===== config.mk =====
export PLATFORM = sky130hd
export DESIGN_NAME = framed_command_deframer_flat
export DESIGN_NICKNAME = d
export VERILOG_FILES = /design/src/hw/rtl/fcd_pkg.sv /design/src/hw/rtl/fcd_if.sv /design/src/hw/rtl/fcd_deframer.sv /design/src/hw/rtl/fcd_classify.sv /design/src/hw/rtl/framed_command_deframer.sv /design/src/flat_wrapper.sv
export SDC_FILE = /design/constraint.sdc
export NUM_CORES = 1
export LEC_CHECK = 0
export BUFFER_PORTS_ARGS = -buffer_cell sky130_fd_sc_hd__buf_4
export CORE_UTILIZATION = 53
export DETAILED_ROUTE_END_ITERATION = 8
export GPL_TIMING_DRIVEN = 0
export PLACE_DENSITY = 0.8
export SYNTH_ARGS = -nofsm -noshare
export SYNTH_HDL_FRONTEND = slang
export SYNTH_HIERARCHICAL = 1
export SYNTH_SLANG_ARGS = --single-unit

===== constraint.sdc =====
create_clock -name clk -period 15.1 [get_ports clk]
set_input_delay 0.755 -clock clk [delete_from_list [all_inputs] [get_ports clk]]
set_output_delay 0.755 -clock clk [all_outputs]
set_load 0.03 [all_outputs]

===== src/hw/rtl/fcd_pkg.sv =====
// ----------------------------------------------------------------------------
// fcd_pkg
// Types and constants shared by the framed command deframer modules.
// ----------------------------------------------------------------------------
`default_nettype none

package fcd_pkg;

  // Length of a new-timings packet; also the number of bytes the classifier sees
  localparam int unsigned TIMING_LEN = 9;

  // Configuration register indexes
  localparam int unsigned CFG_IDX_W = 1;
  localparam logic [CFG_IDX_W-1:0] REG_BORDER = 1'b0;
  localparam logic [CFG_IDX_W-1:0] REG_START  = 1'b1;

  // Reset values of the configuration registers
  localparam logic [7:0] BORDER_RESET = 8'd126;
  localparam logic [7:0] START_RESET  = 8'd85;

  // Signatures in the two low bits of the first payload byte
  localparam logic [1:0] LOW2_TIMING_REQ  = 2'b10;
  localparam logic [1:0] LOW2_COMMAND     = 2'b01;
  localparam logic [1:0] LOW2_NEW_TIMINGS = 2'b11;

  typedef enum logic [1:0] {
    PH_HUNT    = 2'd0,
    PH_START   = 2'd1,
    PH_COLLECT = 2'd2
  } fcd_phase_t;

  typedef enum logic [1:0] {
    KIND_TIMING_REQ  = 2'd0,
    KIND_COMMAND     = 2'd1,
    KIND_NEW_TIMINGS = 2'd2,
    KIND_MALFORMED   = 2'd3
  } fcd_kind_t;

  // Closed packet handed from the deframer to the classifier
  typedef struct packed {
    logic                             valid;
    logic                             len_one;
    logic                             len_two;
    logic                             len_nine;
    logic [TIMING_LEN-1:0][7:0]       bytes;
  } fcd_pkt_t;

  typedef struct packed {
    fcd_kind_t   packet_kind;
    logic [6:0]  command_flags;
    logic [1:0]  camera_state;
    logic [15:0] rebound_delay;
    logic [15:0] relay_delay;
    logic [15:0] front_show_delay;
    logic [15:0] rear_show_delay;
    logic [15:0] error_count;
  } fcd_result_t;

endpackage

`default_nettype wire


===== src/hw/rtl/fcd_if.sv =====
// ----------------------------------------------------------------------------
// fcd_if
// Valid/ready channels of the deframer: received bytes in, results out.
// ----------------------------------------------------------------------------
`default_nettype none

interface fcd_rx_if;
  logic       valid;
  logic       ready;
  logic [7:0] rx_byte;

  modport source (output valid, output rx_byte, input ready);
  modport sink   (input valid, input rx_byte, output ready);
endinterface

interface fcd_res_if;
  logic        valid;
  logic        ready;
  logic [1:0]  packet_kind;
  logic [6:0]  command_flags;
  logic [1:0]  camera_state;
  logic [15:0] rebound_delay;
  logic [15:0] relay_delay;
  logic [15:0] front_show_delay;
  logic [15:0] rear_show_delay;
  logic [15:0] error_count;

  modport source (
    output valid, output packet_kind, output command_flags, output camera_state,
    output rebound_delay, output relay_delay, output front_show_delay,
    output rear_show_delay, output error_count, input ready
  );
  modport sink (
    input valid, input packet_kind, input command_flags, input camera_state,
    input rebound_delay, input relay_delay, input front_show_delay,
    input rear_show_delay, input error_count, output ready
  );
endinterface

`default_nettype wire


===== src/hw/rtl/fcd_deframer.sv =====
// ----------------------------------------------------------------------------
// fcd_deframer
// Frame hunter and payload gatherer. Emits a closed packet in the cycle its
// closing border byte, or its last payload byte, is accepted.
// ----------------------------------------------------------------------------
`default_nettype none

module fcd_deframer #(
  parameter int unsigned MAX_PAYLOAD = 9
) (
  input  wire logic            clk,
  input  wire logic            rst,
  input  wire logic            accept,
  input  wire logic [7:0]      rx_byte,
  input  wire logic [7:0]      border_byte,
  input  wire logic [7:0]      start_byte,
  output fcd_pkg::fcd_pkt_t    pkt
);

  localparam int unsigned CNT_W = $clog2(MAX_PAYLOAD);
  localparam int unsigned LEN_W = CNT_W + 1;

  fcd_pkg::fcd_phase_t phase, phase_next;
  logic [CNT_W-1:0]    count, count_next;
  logic [7:0]          payload [MAX_PAYLOAD];

  logic             is_border;
  logic             is_start;
  logic [LEN_W-1:0] pkt_len;
  logic             full;
  logic             store_en;

  assign is_border = (rx_byte == border_byte);
  assign is_start  = (rx_byte == start_byte);

  // length of the packet if it closes on this byte
  assign pkt_len = is_border ? {1'b0, count} : ({1'b0, count} + LEN_W'(1));
  assign full    = !is_border && (pkt_len == LEN_W'(MAX_PAYLOAD));

  // next phase and fill count
  always_comb begin
    phase_next = phase;
    count_next = count;
    if (accept) begin
      case (phase)
        fcd_pkg::PH_HUNT: begin
          if (is_border) phase_next = fcd_pkg::PH_START;
        end
        fcd_pkg::PH_START: begin
          // start byte wins over border when both match
          if (is_start) begin
            phase_next = fcd_pkg::PH_COLLECT;
            count_next = '0;
          end else if (!is_border) begin
            phase_next = fcd_pkg::PH_HUNT;
          end
        end
        fcd_pkg::PH_COLLECT: begin
          if (is_border || full) begin
            phase_next = fcd_pkg::PH_HUNT;
            count_next = '0;
          end else begin
            count_next = pkt_len[CNT_W-1:0];
          end
        end
        default: phase_next = fcd_pkg::PH_HUNT;
      endcase
    end
  end

  // packet event and merged byte view (the incoming byte may be the last one)
  always_comb begin
    store_en     = accept && (phase == fcd_pkg::PH_COLLECT) && !is_border;
    pkt.valid    = accept && (phase == fcd_pkg::PH_COLLECT) &&
                   (is_border ? (count != '0) : full);
    pkt.len_one  = (pkt_len == LEN_W'(1));
    pkt.len_two  = (pkt_len == LEN_W'(2));
    pkt.len_nine = (pkt_len == LEN_W'(fcd_pkg::TIMING_LEN));
    for (int i = 0; i < fcd_pkg::TIMING_LEN; i++) begin
      pkt.bytes[i] = (!is_border && (LEN_W'(i) == {1'b0, count})) ? rx_byte : payload[i];
    end
  end

  always_ff @(posedge clk) begin
    if (rst) begin
      phase <= fcd_pkg::PH_HUNT;
      count <= '0;
    end else begin
      phase <= phase_next;
      count <= count_next;
    end
  end

  // payload buffer, no reset: only gathered entries are ever used
  always_ff @(posedge clk) begin
    if (store_en) payload[count] <= rx_byte;
  end

endmodule

`default_nettype wire


===== src/hw/rtl/fcd_classify.sv =====
// ----------------------------------------------------------------------------
// fcd_classify
// Sorts a closed packet by length and signature bits, unpacks its fields and
// keeps the wrapping malformed-packet tally.
// ----------------------------------------------------------------------------
`default_nettype none

module fcd_classify (
  input  wire logic             clk,
  input  wire logic             rst,
  input  wire fcd_pkg::fcd_pkt_t pkt,
  output fcd_pkg::fcd_result_t  rslt
);

  logic [15:0] tally, tally_next;
  logic [1:0]  low2;

  assign low2 = pkt.bytes[0][1:0];

  // decode; unused fields stay zero
  always_comb begin
    rslt       = '0;
    tally_next = tally;
    if (pkt.len_one && (low2 == fcd_pkg::LOW2_TIMING_REQ)) begin
      rslt.packet_kind = fcd_pkg::KIND_TIMING_REQ;
    end else if (pkt.len_two && (low2 == fcd_pkg::LOW2_COMMAND)) begin
      rslt.packet_kind   = fcd_pkg::KIND_COMMAND;
      rslt.command_flags = {pkt.bytes[1][0], pkt.bytes[0][7:2]};
      rslt.camera_state  = pkt.bytes[1][2:1];
    end else if (pkt.len_nine && (low2 == fcd_pkg::LOW2_NEW_TIMINGS)) begin
      rslt.packet_kind      = fcd_pkg::KIND_NEW_TIMINGS;
      rslt.rebound_delay    = {pkt.bytes[2], pkt.bytes[1]};
      rslt.relay_delay      = {pkt.bytes[4], pkt.bytes[3]};
      rslt.front_show_delay = {pkt.bytes[6], pkt.bytes[5]};
      rslt.rear_show_delay  = {pkt.bytes[8], pkt.bytes[7]};
    end else begin
      rslt.packet_kind = fcd_pkg::KIND_MALFORMED;
      tally_next       = tally + 16'd1;
    end
    rslt.error_count = tally_next;
  end

  // tally moves only when a packet is really classified
  always_ff @(posedge clk) begin
    if (rst) begin
      tally <= '0;
    end else if (pkt.valid) begin
      tally <= tally_next;
    end
  end

endmodule

`default_nettype wire


===== src/hw/rtl/framed_command_deframer.sv =====
// Output: the result is registered from the byte that closes its packet
//   (closing border, or the last byte of a full payload) when it is accepted.
// Throughput: one received byte per cycle; a two-entry output queue (register
//   plus skid) lets bytes flow while one result waits, but not while two do.
// Reset (synchronous): hunting for a border, empty count, error tally zero,
//   output queue empty, border/start registers back to 126/85.
// ----------------------------------------------------------------------------
// framed_command_deframer
// Deframes border/start delimited command packets and classifies them.
// ----------------------------------------------------------------------------
`default_nettype none

module framed_command_deframer #(
  parameter int unsigned MAX_PAYLOAD = 9
) (
  input  wire logic                          clk,
  input  wire logic                          rst,
  input  wire logic                          cfg_we,
  input  wire logic [fcd_pkg::CFG_IDX_W-1:0] cfg_index,
  input  wire logic [7:0]                    cfg_data,
  fcd_rx_if.sink                             rx,
  fcd_res_if.source                          res
);

  logic [7:0] border_byte;
  logic [7:0] start_byte;

  logic                 rx_accept;
  fcd_pkg::fcd_pkt_t    pkt;
  fcd_pkg::fcd_result_t rslt;

  logic                 out_valid;
  fcd_pkg::fcd_result_t out_pay;
  logic                 skid_valid;
  fcd_pkg::fcd_result_t skid_pay;

  // configuration registers
  always_ff @(posedge clk) begin
    if (rst) begin
      border_byte <= fcd_pkg::BORDER_RESET;
      start_byte  <= fcd_pkg::START_RESET;
    end else if (cfg_we) begin
      case (cfg_index)
        fcd_pkg::REG_BORDER: border_byte <= cfg_data;
        fcd_pkg::REG_START:  start_byte  <= cfg_data;
        default: ;
      endcase
    end
  end

  // input request taken whenever the skid slot is free
  assign rx.ready  = !skid_valid;
  assign rx_accept = rx.valid && rx.ready;

  fcd_deframer #(
    .MAX_PAYLOAD (MAX_PAYLOAD)
  ) u_deframer (
    .clk         (clk),
    .rst         (rst),
    .accept      (rx_accept),
    .rx_byte     (rx.rx_byte),
    .border_byte (border_byte),
    .start_byte  (start_byte),
    .pkt         (pkt)
  );

  fcd_classify u_classify (
    .clk  (clk),
    .rst  (rst),
    .pkt  (pkt),
    .rslt (rslt)
  );

  // output register with skid stage
  always_ff @(posedge clk) begin
    if (rst) begin
      out_valid  <= 1'b0;
      skid_valid <= 1'b0;
    end else if (out_valid && !res.ready) begin
      if (pkt.valid) skid_valid <= 1'b1;
    end else if (skid_valid) begin
      out_valid  <= 1'b1;
      skid_valid <= 1'b0;
    end else begin
      out_valid <= pkt.valid;
    end
  end

  always_ff @(posedge clk) begin
    if (out_valid && !res.ready) begin
      if (pkt.valid) skid_pay <= rslt;
    end else if (skid_valid) begin
      out_pay <= skid_pay;
    end else if (pkt.valid) begin
      out_pay <= rslt;
    end
  end

  assign res.valid            = out_valid;
  assign res.packet_kind      = out_pay.packet_kind;
  assign res.command_flags    = out_pay.command_flags;
  assign res.camera_state     = out_pay.camera_state;
  assign res.rebound_delay    = out_pay.rebound_delay;
  assign res.relay_delay      = out_pay.relay_delay;
  assign res.front_show_delay = out_pay.front_show_delay;
  assign res.rear_show_delay  = out_pay.rear_show_delay;
  assign res.error_count      = out_pay.error_count;

  // skid slot only fills behind a held output
  a_skid_behind_out: assert property (@(posedge clk) disable iff (rst)
    skid_valid |-> out_valid)
    else $error("skid entry without output entry");

  // packets only arise from an accepted byte
  a_pkt_needs_accept: assert property (@(posedge clk) disable iff (rst)
    pkt.valid |-> rx_accept)
    else $error("packet event without accepted byte");

  // delay fields are zero unless the packet carries new timings
  a_delays_zero: assert property (@(posedge clk) disable iff (rst)
    (pkt.valid && (rslt.packet_kind != fcd_pkg::KIND_NEW_TIMINGS)) |->
      (rslt.rebound_delay == 16'd0 && rslt.relay_delay == 16'd0 &&
       rslt.front_show_delay == 16'd0 && rslt.rear_show_delay == 16'd0))
    else $error("delay fields set on a non-timing packet");

endmodule

`default_nettype wire


===== src/flat_wrapper.sv =====
// flat-port wrapper written by rule: the top's interface ports become plain ports
module framed_command_deframer_flat 
#(
  parameter int unsigned MAX_PAYLOAD = 9
)
  (clk, rst, cfg_we, cfg_index, cfg_data, rx_valid, rx_rx_byte, rx_ready, res_valid, res_packet_kind, res_command_flags, res_camera_state, res_rebound_delay, res_relay_delay, res_front_show_delay, res_rear_show_delay, res_error_count, res_ready);
  fcd_rx_if rx_i ();
  fcd_res_if res_i ();
  input  wire logic clk;
  input  wire logic rst;
  input  wire logic cfg_we;
  input  wire logic [fcd_pkg::CFG_IDX_W-1:0] cfg_index;
  input  wire logic [7:0] cfg_data;
  input wire logic [$bits(rx_i.valid)-1:0] rx_valid;
  input wire logic [$bits(rx_i.rx_byte)-1:0] rx_rx_byte;
  output wire logic [$bits(rx_i.ready)-1:0] rx_ready;
  output wire logic [$bits(res_i.valid)-1:0] res_valid;
  output wire logic [$bits(res_i.packet_kind)-1:0] res_packet_kind;
  output wire logic [$bits(res_i.command_flags)-1:0] res_command_flags;
  output wire logic [$bits(res_i.camera_state)-1:0] res_camera_state;
  output wire logic [$bits(res_i.rebound_delay)-1:0] res_rebound_delay;
  output wire logic [$bits(res_i.relay_delay)-1:0] res_relay_delay;
  output wire logic [$bits(res_i.front_show_delay)-1:0] res_front_show_delay;
  output wire logic [$bits(res_i.rear_show_delay)-1:0] res_rear_show_delay;
  output wire logic [$bits(res_i.error_count)-1:0] res_error_count;
  input wire logic [$bits(res_i.ready)-1:0] res_ready;
  assign rx_i.valid = rx_valid;
  assign rx_i.rx_byte = rx_rx_byte;
  assign rx_ready = rx_i.ready;
  assign res_valid = res_i.valid;
  assign res_packet_kind = res_i.packet_kind;
  assign res_command_flags = res_i.command_flags;
  assign res_camera_state = res_i.camera_state;
  assign res_rebound_delay = res_i.rebound_delay;
  assign res_relay_delay = res_i.relay_delay;
  assign res_front_show_delay = res_i.front_show_delay;
  assign res_rear_show_delay = res_i.rear_show_delay;
  assign res_error_count = res_i.error_count;
  assign res_i.ready = res_ready;
  framed_command_deframer #(.MAX_PAYLOAD(MAX_PAYLOAD)) u_core (.clk(clk), .rst(rst), .cfg_we(cfg_we), .cfg_index(cfg_index), .cfg_data(cfg_data), .rx(rx_i), .res(res_i));
endmodule

==> qor.yml <==
clock_network:
  cts_num_sinks: 294
  clk_latency_ns: 0.54
  cts_buffers: 29
  clockRootBuffer: "clkbuf_16"
  cts_hold_buf: 0
  cts_tree: "built"
  ctsResizeCount: 0
  htreeDepth: 1
  cts.path.max_buffers: 3
  postCtsSetupRepairBufs: 0
  clk_pin_slew_worst_paths_ns: 0.06
worst_setup_path:
  path_class: "reg2reg"
  crit_fanout: 25
  critical_path.endpoint_type: "flop"
  worstPathRequired_ns: 15.33
  worst_setup_path_start_kind: "flop"
  worstPathArrival_ns: 3.98
global_route:
  grt_remaining_overflow: 0
  grt_antenna_before_repair: 0
  grt_pass1_vias: 7335
  grt_max_degree: 62
  track_usage: 0.213
  grt_pass1_wl_mm: 40.3
placement:
  dp.cells: 1294
  gp_congestion: 0.848
  placed_area_um2: 14200
  numPortBuffers: 114
  place_hpwl_mm: 17.1
route:
  drcViolationCount: 0
  routed_via_density: 5.51
  routedWlPerCell_um: 19.3
  route.final.wire_length_mm: 26.0
  dr.pass1.iters: 5
  vias: 7421
  antenna_left: 0
  drt-initial-drc-count: 478
sta:
  slew_viol_final: 0
  setup_viol: 0
  relSlewSlack: 0.425
  rsz0062_at_grt: "no"
  fin_skew_ns: 0.0139
  max_freq_ghz: 0.267
  tightestPinTransition_ns: 0.860
  final_hold_viol_count: 0
  finalCriticalPeriod_ns: 3.74
  fin_tns_setup_ns: 0
  fin_crit_sh: 0.248
synth:
  ys.flop_type: "edfxtp_1"
  synth_edf_count: 254
  synthArstFlopShare: 0
  syn_area_um2: 12800
  syn_nets: 884
  syn_inst: 857
  synth_area_leaders: "edfxtp_1 (59%), mux2_2 (15%), dfxtp_1 (6.2%)"
  netlist-cell-type-count: 47
  synth_warnings: 6
  synth.top_cell.area_share: 0.594
  yosysSeqAreaShare: 0.657
  synth_seq_cells: 294
  yosysTopAreaCell: "edfxtp_1"
  syn_area_per_cell_um2: 15.0
hold_path:
  hold_class: "in2reg"
cells_and_area:
  final_core_util: 0.639
  mostFrequentLayoutCell: "edfxtp_1"
  nets: 1033
  fillCellCount: 1734
  areaGrowthSynthToFinish_pct: 17.6
  drive_gt1_frac: 0.366
  finalNonFillerCells: 1346
  postLayoutCellArea_um2: 15100
  num_antenna_cells: 0
  layout_common_cells: "edfxtp_1 (254), mux2_2 (169), buf_4 (116)"
floorplan:
  core_um2: 23600
  start_util: 0.544
  fp.dieH_um: 158
  die_w_um: 158
  ios: 115
  die-area_um2: 24800
  fp-row-count: 56
power:
  p_per_area_nw_per_um2: 105
  power.internal_uw: 1270
  swShare: 0.197
  p_seq_frac: 0.552
  peakVddDrop_uv: 81.0
  power_frac_comb: 0.022
  p_switching_uw: 313
  p_leak_uw: 0.00577
  clkPwrFrac: 0.426
job:
  maxCapViolCount: 0
status:
  status: "completed"
## layer usage
layer,up-vias,global-route usage,share of wire
met5,-,0,0
met1,3637,0.291,0.44
met2,235,0.356,0.48
met4,0,0.0712,0.024
li1,3504,-,-
met3,45,0.0249,0.052
## critical path: stages, from the launching register on
cell	delay, ns
dfxtp_1	0.36
clkbuf_1	0.35
inv_1	0.15
ha_1	0.37
nor3_1	0.46
o21ai_0	0.15
a21oi_1	0.36
nor2_1	0.17
a21oi_4	0.60
buf_16	0.25
buf_12	0.19
## power groups by stage
stage | Combinational [µW] | Sequential, µW | Clock (µW)
6_report | 35.0 | 877 | 676
5_1_grt | 37.3 | 876 | 717
4_1_cts | 34.7 | 876 | 688
3_5_place_dp | 34.5 | 894 | 0
3_3_place_gp | 33.6 | 894 | 0
2_1_floorplan | 17.4 | 893 | 0
## registers in the layout, summed over array words and instances (netlist names)
register	cells
u_core/skid_valid	1
u_core/res.error_count	16
u_core/res.rebound_delay	16
u_core/res.relay_delay	16
u_core/u_deframer/count	4
u_core/skid_pay	91
u_core/res.camera_state	2
u_core/res.front_show_delay	16
u_core/start_byte	8
u_core/u_deframer/phase	2
u_core/res.rear_show_delay	16
u_core/res.valid	1
u_core/res.command_flags	7
u_core/border_byte	8
u_core/u_classify/tally	16
u_core/res.packet_kind	2
u_core/u_deframer/payload	72
## final cells by class
class,count,area (µm²),area share
Multi-Input combinational cell,503,4100,0.272
Clock inverter,15,131,0.00871
Inverter,8,30.0,0.00199
Buffer,52,289,0.0192
Timing Repair Buffer,118,951,0.0630
Tap cell,319,399,0.0265
Sequential cell,294,8430,0.559
Clock buffer,37,756,0.0501
## metrics by stage
step / hold WS, ns / setup slack (ns) / total power (µW)
floorplan: 0.457 / 8.35 / 911
global placement: 0.489 / 5.98 / 927
detailed placement: 0.496 / 10.85 / 928
CTS: 0.472 / 11.41 / 1600
global route: 0.486 / 11.09 / 1630
finish: 0.491 / 11.36 / 1590
## synthesized netlist by cell type (13+ instances only)
master    number
xnor2_1       31
and3_1        14
edfxtp_1     254
nand2_1       19
and2_1        79
clkbuf_1      21
nand4_1       17
mux2_2       169
nand3_1       17
buf_2         21
dfxtp_1       40
nor2_1        29
a21oi_1       22
o21ai_0       13
## worst paths after layout
check | to | slack (ns) | start | cells after the start
max | u_core/res.relay_delay[8] | 11.36 | u_core/u_deframer/count[0] | 10
min | u_core/start_byte[1] | 0.49 | cfg_data[1] | 3
max reg2reg | u_core/res.relay_delay[8] | 11.36 | u_core/u_deframer/count[0] | 10
min reg2reg | u_core/border_byte[0] | 0.50 | u_core/border_byte[0] | 2
## cell families after synthesis
family	Yosys count	share of synthesized area
AO/OA/AOI/OAI	56	0.0278
XOR/XNOR	33	0.0225
adder cells (fa/ha/maj)	5	0.00487
buffers and inverters	60	0.0249
flip-flops	294	0.657
multiplexers	179	0.156
AND/OR/NAND/NOR	230	0.107
Note: power is estimated with default switching activity, not from simulation.
